## config.mk

```make
export PLATFORM = sky130hd
export DESIGN_NAME = sensor_risk_alarm
export DESIGN_NICKNAME = d
export VERILOG_FILES = /design/src/rtl/sra_pkg.sv /design/src/rtl/sra_cordic.sv /design/src/rtl/sra_divider.sv /design/src/rtl/sensor_risk_alarm.sv
export SDC_FILE = /design/constraint.sdc
export NUM_CORES = 2
export LEC_CHECK = 0
export BUFFER_PORTS_ARGS = -buffer_cell sky130_fd_sc_hd__buf_2
export CAP_MARGIN = 40
export CORE_UTILIZATION = 35
export DETAILED_ROUTE_END_ITERATION = 8
export SETUP_SLACK_MARGIN = 0.4
export SYNTH_ARGS = -nofsm -noshare
export SYNTH_HDL_FRONTEND = slang
export SYNTH_SLANG_ARGS = --single-unit
```

## constraint.sdc

```tcl
create_clock -name clk -period 10.5 [get_ports clk]
set_input_delay 0.525 -clock clk [delete_from_list [all_inputs] [get_ports clk]]
set_output_delay 0.525 -clock clk [all_outputs]
set_load 0.005 [all_outputs]
```

## src/rtl/sra_pkg.sv

```systemverilog
// sensor risk alarm package: shared types, constants and the cordic angle table
// no dependencies
`timescale 1ns / 1ps
`default_nettype none
package sra_pkg;

  localparam int TabLen = 24;
  localparam int CordicStepsDef = 16;
  localparam int AngW = 34;       // degrees with 16 fraction bits, signed
  localparam int XyW = 28;        // scaled axis values, signed, with growth
  localparam int AngleMax = 46080;
  localparam logic [AngW-1:0] Deg90Q16 = AngW'(5898240);

  typedef enum logic [2:0] {
    ST_IDLE, ST_CORDIC, ST_ROUND, ST_DIV, ST_RISK, ST_OUT
  } state_t;

  typedef enum logic [1:0] {
    LVL_LOW = 2'd0, LVL_MED = 2'd1, LVL_HIGH = 2'd2
  } level_t;

  typedef enum logic [2:0] {
    REG_DRY = 3'd0, REG_WET = 3'd1, REG_TILT = 3'd2,
    REG_BLINK = 3'd3, REG_LOW = 3'd4, REG_HIGH = 3'd5
  } reg_idx_t;

  // atan(2^-i) in degrees, 16 fraction bits
  function automatic logic [22:0] atan_lut(input logic [4:0] i);
    logic [22:0] v;
    begin
      unique case (i)
        5'd0: v = 23'd2949120;  5'd1: v = 23'd1740967; 5'd2: v = 23'd919879;
        5'd3: v = 23'd466945;   5'd4: v = 23'd234379;  5'd5: v = 23'd117304;
        5'd6: v = 23'd58666;    5'd7: v = 23'd29335;   5'd8: v = 23'd14668;
        5'd9: v = 23'd7334;     5'd10: v = 23'd3667;   5'd11: v = 23'd1833;
        5'd12: v = 23'd917;     5'd13: v = 23'd458;    5'd14: v = 23'd229;
        5'd15: v = 23'd115;     5'd16: v = 23'd57;     5'd17: v = 23'd29;
        5'd18: v = 23'd14;      5'd19: v = 23'd7;      5'd20: v = 23'd4;
        5'd21: v = 23'd2;       5'd22: v = 23'd1;      default: v = 23'd0;
      endcase
      return v;
    end
  endfunction

endpackage
`default_nettype wire

```

## src/rtl/sra_cordic.sv

```systemverilog
// sensor risk alarm: vectoring cordic, one rotation step per cycle
// depends on sra_pkg
`timescale 1ns / 1ps
`default_nettype none
module sra_cordic import sra_pkg::*; #(
  parameter int CORDIC_STEPS = CordicStepsDef
) (
  input  wire logic               clk,
  input  wire logic               rst_n,
  input  wire logic               start,
  input  wire logic signed [15:0] ay,
  input  wire logic signed [15:0] az,
  output logic                    done,
  output logic signed [16:0]      tilt
);
  localparam int NSteps = (CORDIC_STEPS < TabLen) ? CORDIC_STEPS : TabLen;

  logic signed [XyW-1:0]  x_r, x_nxt, y_r, y_nxt;
  logic signed [AngW-1:0] ang_r, ang_nxt;
  logic [4:0]             i_r, i_nxt;
  logic                   busy_r, busy_nxt, done_r, done_nxt, zero_r, zero_nxt;
  logic signed [XyW-1:0]  xs, ys, dx, dy;
  logic signed [AngW-1:0] ar, af;

  always_comb begin
    x_nxt = x_r; y_nxt = y_r; ang_nxt = ang_r; i_nxt = i_r;
    busy_nxt = busy_r; done_nxt = 1'b0; zero_nxt = zero_r;
    xs = XyW'(az) <<< 8;
    ys = XyW'(ay) <<< 8;
    dx = y_r >>> i_r;
    dy = x_r >>> i_r;
    if (start) begin
      // pre-rotation for the left half plane
      zero_nxt = (ay == 16'sd0) && (az == 16'sd0);
      i_nxt = 5'd0; busy_nxt = 1'b1;
      if (az < 0) begin
        if (ay >= 0) begin
          x_nxt = ys; y_nxt = -xs; ang_nxt = Deg90Q16;
        end else begin
          x_nxt = -ys; y_nxt = xs; ang_nxt = -Deg90Q16;
        end
      end else begin
        x_nxt = xs; y_nxt = ys; ang_nxt = '0;
      end
    end else if (busy_r) begin
      if (y_r > 0) begin
        x_nxt = x_r + dx; y_nxt = y_r - dy;
        ang_nxt = ang_r + AngW'(atan_lut(i_r));
      end else begin
        x_nxt = x_r - dx; y_nxt = y_r + dy;
        ang_nxt = ang_r - AngW'(atan_lut(i_r));
      end
      i_nxt = i_r + 5'd1;
      if (i_r == 5'(NSteps - 1)) begin
        busy_nxt = 1'b0; done_nxt = 1'b1;
      end
    end
  end

  always_ff @(posedge clk) begin
    if (!rst_n) begin
      busy_r <= 1'b0; done_r <= 1'b0;
    end else begin
      busy_r <= busy_nxt; done_r <= done_nxt;
    end
    x_r <= x_nxt; y_r <= y_nxt; ang_r <= ang_nxt; i_r <= i_nxt; zero_r <= zero_nxt;
  end

  // round half up to q8.8 and clamp
  always_comb begin
    ar = (ang_r + AngW'(128)) >>> 8;
    if (zero_r) af = '0;
    else if (ar > AngW'(AngleMax)) af = AngW'(AngleMax);
    else if (ar < -AngW'(AngleMax)) af = -AngW'(AngleMax);
    else af = ar;
  end
  assign tilt = af[16:0];
  assign done = done_r;
endmodule
`default_nettype wire

```

## src/rtl/sra_divider.sv

```systemverilog
// sensor risk alarm: restoring divider, one quotient bit per cycle
// depends on sra_pkg
`timescale 1ns / 1ps
`default_nettype none
module sra_divider import sra_pkg::*; (
  input  wire logic        clk,
  input  wire logic        rst_n,
  input  wire logic        start,
  input  wire logic [25:0] num,
  input  wire logic [15:0] den,
  output logic             done,
  output logic [25:0]      quo
);
  logic [25:0] q_r, q_nxt;
  logic [16:0] rem_r, rem_nxt;
  logic [15:0] d_r;
  logic [4:0]  cnt_r, cnt_nxt;
  logic        busy_r, busy_nxt, done_r, done_nxt;
  logic [17:0] trial;

  always_comb begin
    q_nxt = q_r; rem_nxt = rem_r; cnt_nxt = cnt_r;
    busy_nxt = busy_r; done_nxt = 1'b0;
    trial = {rem_r, q_r[25]} - {2'b0, d_r};
    if (start) begin
      q_nxt = num; rem_nxt = '0; cnt_nxt = '0; busy_nxt = 1'b1;
    end else if (busy_r) begin
      // shift in one numerator bit, subtract when it fits
      if (!trial[17]) begin
        rem_nxt = trial[16:0]; q_nxt = {q_r[24:0], 1'b1};
      end else begin
        rem_nxt = {rem_r[15:0], q_r[25]}; q_nxt = {q_r[24:0], 1'b0};
      end
      cnt_nxt = cnt_r + 5'd1;
      if (cnt_r == 5'd25) begin
        busy_nxt = 1'b0; done_nxt = 1'b1;
      end
    end
  end

  always_ff @(posedge clk) begin
    if (!rst_n) begin
      busy_r <= 1'b0; done_r <= 1'b0;
    end else begin
      busy_r <= busy_nxt; done_r <= done_nxt;
    end
    q_r <= q_nxt; rem_r <= rem_nxt; cnt_r <= cnt_nxt;
    if (start) d_r <= den;
  end

  assign quo = q_r;
  assign done = done_r;
endmodule
`default_nettype wire

```

## src/rtl/sensor_risk_alarm.sv

```systemverilog
// sensor risk alarm top level: config registers, sequencer, risk and alarm logic
// depends on sra_pkg, sra_cordic, sra_divider
`timescale 1ns / 1ps
`default_nettype none
// Usage:
//   The input channel (in_valid/in_ready) takes one sample set: moisture, vibration,
//   two accelerometer axes and a millisecond time stamp. The output channel
//   (out_valid/out_ready) returns one result per sample: risk level, alarm drive,
//   risk score in Q1.16 and tilt in signed Q8.8.
//   One sample is processed at a time. From acceptance to out_valid the cordic
//   runs one step a cycle and its result is captured, then three 26-bit divisions
//   for moisture, tilt and vibration run in turn, the three weighted products are
//   accumulated and the output register is loaded. The next sample is taken only
//   once the result has left the output register, so a receiver stall delays it.
//   Configuration writes (cfg_we, cfg_index, cfg_data) take effect at once; the
//   user must make them while the block is idle, which the block does not enforce.
//   Reset loads the default thresholds and calibration, clears the alarm, toggle
//   phase and last toggle time, and empties the output register.
module sensor_risk_alarm import sra_pkg::*; #(
  parameter int CORDIC_STEPS = CordicStepsDef
) (
  input  wire logic               clk,
  input  wire logic               rst_n,
  input  wire logic               in_valid,
  output logic                    in_ready,
  input  wire logic [9:0]         in_moisture_raw,
  input  wire logic [9:0]         in_vibration_raw,
  input  wire logic signed [15:0] in_accel_y,
  input  wire logic signed [15:0] in_accel_z,
  input  wire logic [31:0]        in_time_ms,
  output logic                    out_valid,
  input  wire logic               out_ready,
  output logic [1:0]              out_risk_level,
  output logic                    out_alarm_on,
  output logic [16:0]             out_risk_score,
  output logic signed [16:0]      out_tilt_angle,
  input  wire logic               cfg_we,
  input  wire logic [2:0]         cfg_index,
  input  wire logic [16:0]        cfg_data
);
  // configuration registers
  logic [9:0]  dry_r, wet_r;
  logic [7:0]  tlim_r;
  logic [15:0] blink_r;
  logic [16:0] lowt_r, hight_r;

  always_ff @(posedge clk) begin
    if (!rst_n) begin
      dry_r <= 10'd200; wet_r <= 10'd800; tlim_r <= 8'd45; blink_r <= 16'd500;
      lowt_r <= 17'd19661; hight_r <= 17'd39322;
    end else if (cfg_we) begin
      unique case (reg_idx_t'(cfg_index))
        REG_DRY:   dry_r <= cfg_data[9:0];
        REG_WET:   wet_r <= cfg_data[9:0];
        REG_TILT:  tlim_r <= cfg_data[7:0];
        REG_BLINK: blink_r <= cfg_data[15:0];
        REG_LOW:   lowt_r <= cfg_data;
        REG_HIGH:  hight_r <= cfg_data;
        default: ;
      endcase
    end
  end

  state_t      st_r, st_nxt;
  logic [9:0]  mraw_r, vraw_r;
  logic [31:0] now_r;
  logic [1:0]  dsel_r, dsel_nxt;   // 0 moisture, 1 tilt, 2 vibration
  logic [16:0] mn_r, tn_r, vn_r, tilt_r;
  logic [34:0] acc_r, acc_nxt;
  logic [31:0] last_r;
  logic        phase_r, alarm_r;
  logic        ov_r;
  logic [1:0]  lvl_r;
  logic [16:0] score_r;

  logic               cs_start, cs_done, dv_start, dv_done;
  logic signed [16:0] cs_tilt;
  logic [25:0]        dv_num, dv_quo;
  logic [15:0]        dv_den;
  logic [16:0]        mag, qclamp;
  logic [16:0]        mul_a;
  logic [14:0]        mul_w;
  logic [31:0]        prod;
  logic [16:0]        risk;
  logic [31:0]        dt;

  sra_cordic #(.CORDIC_STEPS(CORDIC_STEPS)) u_cordic (
    .clk(clk), .rst_n(rst_n), .start(cs_start), .ay(in_accel_y), .az(in_accel_z),
    .done(cs_done), .tilt(cs_tilt)
  );

  sra_divider u_div (
    .clk(clk), .rst_n(rst_n), .start(dv_start), .num(dv_num), .den(dv_den),
    .done(dv_done), .quo(dv_quo)
  );

  assign in_ready = (st_r == ST_IDLE) && !ov_r;
  assign cs_start = in_valid && in_ready;
  assign mag = tilt_r[16] ? (~tilt_r + 17'd1) : tilt_r;

  // divider operands for the selected normalization
  always_comb begin
    case (dsel_r)
      2'd0: begin
        dv_num = {6'd0, mraw_r - dry_r, 10'd0} << 6;
        dv_den = {6'd0, wet_r - dry_r};
      end
      2'd1: begin
        dv_num = {1'b0, mag, 8'd0};
        dv_den = {8'd0, tlim_r};
      end
      default: begin
        dv_num = {vraw_r, 16'd0};
        dv_den = 16'd1023;
      end
    endcase
  end
  assign qclamp = (dv_quo > 26'd65536) ? 17'd65536 : dv_quo[16:0];

  // one weighted product per cycle
  always_comb begin
    case (dsel_r)
      2'd0:    begin mul_a = mn_r; mul_w = 15'd26214; end
      2'd1:    begin mul_a = tn_r; mul_w = 15'd22938; end
      default: begin mul_a = vn_r; mul_w = 15'd16384; end
    endcase
    prod = mul_a * mul_w;
  end
  assign risk = acc_r[32:16];
  assign dt = now_r - last_r;

  // sequencer: cordic, then one division start per normalization
  always_comb begin
    st_nxt = st_r; dsel_nxt = dsel_r; acc_nxt = acc_r; dv_start = 1'b0;
    unique case (st_r)
      ST_IDLE:   if (cs_start) st_nxt = ST_CORDIC;
      ST_CORDIC: if (cs_done) begin
        dsel_nxt = 2'd0; st_nxt = ST_ROUND;
      end
      ST_ROUND: begin
        dv_start = 1'b1; st_nxt = ST_DIV;
      end
      ST_DIV: if (dv_done) begin
        if (dsel_r == 2'd2) begin
          dsel_nxt = 2'd0; acc_nxt = 35'd32768; st_nxt = ST_RISK;
        end else begin
          dsel_nxt = dsel_r + 2'd1; st_nxt = ST_ROUND;
        end
      end
      ST_RISK: begin
        acc_nxt = acc_r + 35'(prod);
        if (dsel_r == 2'd2) st_nxt = ST_OUT;
        else dsel_nxt = dsel_r + 2'd1;
      end
      ST_OUT: st_nxt = ST_IDLE;
      default: st_nxt = ST_IDLE;
    endcase
  end

  always_ff @(posedge clk) begin
    if (!rst_n) begin
      st_r <= ST_IDLE; ov_r <= 1'b0; last_r <= '0; phase_r <= 1'b0; alarm_r <= 1'b0;
    end else begin
      st_r <= st_nxt;
      if (out_valid && out_ready) ov_r <= 1'b0;
      if (st_r == ST_OUT) begin
        ov_r <= 1'b1;
        score_r <= risk;
        if (risk < lowt_r) begin
          lvl_r <= LVL_LOW; alarm_r <= 1'b0;
        end else if (risk < hight_r) begin
          lvl_r <= LVL_MED;
          if (dt > {16'd0, blink_r}) begin
            last_r <= now_r; phase_r <= ~phase_r; alarm_r <= ~phase_r;
          end
        end else begin
          lvl_r <= LVL_HIGH; alarm_r <= 1'b1;
        end
      end
    end
    dsel_r <= dsel_nxt; acc_r <= acc_nxt;
    if (cs_start) begin
      mraw_r <= in_moisture_raw; vraw_r <= in_vibration_raw; now_r <= in_time_ms;
    end
    if (st_r == ST_CORDIC && cs_done) tilt_r <= cs_tilt;
    // normalized values, special cases override the quotient
    if (st_r == ST_DIV && dv_done) begin
      case (dsel_r)
        2'd0: begin
          if (mraw_r <= dry_r) mn_r <= '0;
          else if (mraw_r >= wet_r) mn_r <= 17'd65536;
          else mn_r <= qclamp;
        end
        2'd1: begin
          if (tlim_r == 8'd0) tn_r <= (mag != 17'd0) ? 17'd65536 : 17'd0;
          else tn_r <= qclamp;
        end
        default: vn_r <= qclamp;
      endcase
    end
  end

  assign out_valid = ov_r;
  assign out_risk_level = lvl_r;
  assign out_alarm_on = alarm_r;
  assign out_risk_score = score_r;
  assign out_tilt_angle = tilt_r;
endmodule
`default_nettype wire

```

==> flow_summary.ini <==
[synthesis]
ys_seq_area_share_pct = 29.7
synth_cells = 4537
synthArstFlopShare_pct = 0
syn-cell-area_sq_um = 41800
synthDistinctLibCells = 96
synth_edf_count = 300
syn_area_per_cell_sq_um = 9.21
mappedNetlistNets = 5198
synth_flop_cell = edfxtp_1
synth_seq_cells = 469
yosysWarnings = 0

[critical_path]
worstSetupPathDepth = 29
timing.rr.end = acc_r[31]$_SDFFCE_PN0P_
cp-endpoint = acc_r[31]$_SDFFCE_PN0P_
cp-end-kind = register
critPathLaunchType = register
cp_data_arrival_time_ns = 9.49
cpPeakStageDelay_ns = 0.60
path_class = register to register
r2r_cells = 29
startpoint = dsel_r[0]$_SDFFCE_PN0P_
cpMostUsedCell = fa_1
crit_family = adder cells
critPathRequiredTime_ns = 10.89
r2r_start = dsel_r[0]$_SDFFCE_PN0P_
r2r_slack_ns = 1.39
crit_fanout = 16
cp.buffers_inverters = 3
crit_path_top_delay_cell = ha_1

[clock_tree]
path_clk_slew_ns = 0.06
clockRootBuffer = clkbuf_16
cts_setup_buffers = 0
cts_tree = built
clock-sinks = 469
hold_buffers = 23
cts.repair.resized = 0
clock_latency_ns = 0.67
cts_buffers = 58
cts_max_level = 2
clockBufferDepth = 3

[global_route]
grt_pass1_vias = 32600
grt_pass1_wl_um = 186000
grt_max_degree = 95
antenna_found_initial = 8
grt_usage_pct = 19.3
grt-ovfl-total = 0

[pwr]
irDropWorstVdd_uv = 167
p_leak_nw = 19.5
power_density_nw_per_um2 = 242
total_power_mw = 11.2

[drt]
routed-via-count = 33700
first_pass_iters = 6
wl_per_cell_um = 19.1
routed_wl_um = 118000
drc = 0
initialDrtViolationCount = 2534
viasPerCell = 5.42
antenna_left = 0

[timing]
fin_crit_sh_pct = 86.7
setup_viol_count_final = 0
timing.fmax_mhz = 110
finClkSkew_ns = 0.0334
fin_crit_ns = 9.11
rsz0062_at_grt = false
tns_ns = 0
final-hold-violation-count = 0
slew_viol_final = 0
maxSlewHeadroom_pct = 37.6
tightestPinTransition_ns = 0.936

[place]
port_buffers = 147
hpwl_um = 91700
gp_congestion = 0.936

[die]
fp-row-count = 126
io_pins = 148
start_util_pct = 35.3
core_area_sq_um = 118000
die_area_sq_um = 121000
die_width_um = 347
die_h_um = 347

[hold_path]
hold_path_class = input port to register

[finish]
fin_nets = 5284
fillCellCount = 11800
syn_to_final_growth_pct = 11.0
drive_gt1_share_pct = 9.46
multi_input_area_sq_um = 26800
regArea_sq_um = 12400
layout_common_cells = inv_1 (492), nand2_1 (444), ha_1 (340), edfxtp_1 (300), nor2_1 (269)
final_common_cell = inv_1

[outcome]
outcome = complete, no violations

[run]
cap_violations = 0
through the flow:
step	hold slack [ns]	cell area [sq um]	setup WS [ns]	cells	util, %
global route	0.0105	46400	0.871	6209	39.2
CTS	0.000900	46400	1.38	6208	39.2
global placement	0.445	43900	1.54	6059	37.1
finish	0.0501	46400	1.39	6212	39.2
floorplan	0.436	41800	2.45	4537	-
detailed placement	0.451	44200	1.43	6076	37.4
cells in the mapped netlist (60+ instances only):
master      n  area share [%]
a21oi_1   245             2.9
xnor2_1   139             2.9
nor3_1     63            0.75
a21boi_0   60             1.1
nor2_1    272             2.4
o21ai_0   267             3.2
o211ai_1   74             1.3
mux4_2     63             3.4
dfxtp_1   169             8.1
a21o_1    101             1.8
and2_1     69             1.0
inv_1     492             4.4
ha_1      341              10
xor2_1    136             2.9
nand2_1   445             4.0
edfxtp_1  300              22
clkbuf_1  135             1.2
nor2b_1    62            0.93
fa_1      211              10
mux2i_1    67             1.6
nand3_1   130             1.6
kinds of logic after synthesis:
group / count (synthesis) / share of synthesized area (%)
multiplexers: 167 / 6.00
buffers and inverters: 685 / 6.38
flip-flops: 469 / 29.7
AND/OR/NAND/NOR: 1301 / 15.0
XOR/XNOR: 276 / 5.82
AO/OA/AOI/OAI: 1087 / 16.9
adder cells (fa/ha/maj): 552 / 20.3
cell type report:
cell class | count | area share (%)
multi-input cells | 3383 | 57.7
flip-flops and latches | 469 | 26.7
well taps | 1536 | 4.14
inverters | 495 | 4.02
clock buffers | 71 | 3.43
repair buffers | 216 | 3.10
clock inverters | 38 | 0.825
diodes | 4 | 0.0216
metal layers:
metal / part of all wire (%) / wire length, um / track usage (%) / vias to the layer above
met5: 0 / 0 / 0 / -
li1: - / - / - / 16200
met1: 45 / 53100 / 26.1 / 16300
met2: 46 / 54800 / 31.7 / 950
met3: 6.1 / 7260 / 3.00 / 193
met4: 2.8 / 3330 / 5.69 / 0
state kept, by name, indices dropped and copies added, names as in the netlist, 26 cells and up, named ones only:
| name | count |
|---|---|
| now_r | 32 |
| acc_r | 32 |
| last_r | 32 |
| u_div.quo | 26 |
| u_cordic.y_r | 28 |
| u_cordic.x_r | 28 |
| u_cordic.ang_r | 34 |
power by group:
part | total, mW | switching (mW) | internal (mW)
Sequential | 2.90 | 0.490 | 2.41
Combinational | 6.22 | 3.49 | 2.73
Clock | 2.10 | 0.888 | 1.21
how the worst min path moves through the flow:
stage | slack [ns] | to | depth (start not counted) | start
2_1_floorplan | 0.44 | last_r[10]$_SDFFE_PN0P_ | 2 | last_r[10]$_SDFFE_PN0P_
3_3_place_gp | 0.45 | last_r[1]$_SDFFE_PN0P_ | 2 | last_r[1]$_SDFFE_PN0P_
3_5_place_dp | 0.45 | last_r[26]$_SDFFE_PN0P_ | 2 | last_r[26]$_SDFFE_PN0P_
4_1_cts | 0.0009 | vraw_r[0]$_DFFE_PP_ | 1 | in_vibration_raw[0]
5_1_grt | 0.01 | vraw_r[0]$_DFFE_PP_ | 1 | in_vibration_raw[0]
6_report | 0.05 | vraw_r[0]$_DFFE_PP_ | 1 | in_vibration_raw[0]
Power figures use the tool's default switching activity.
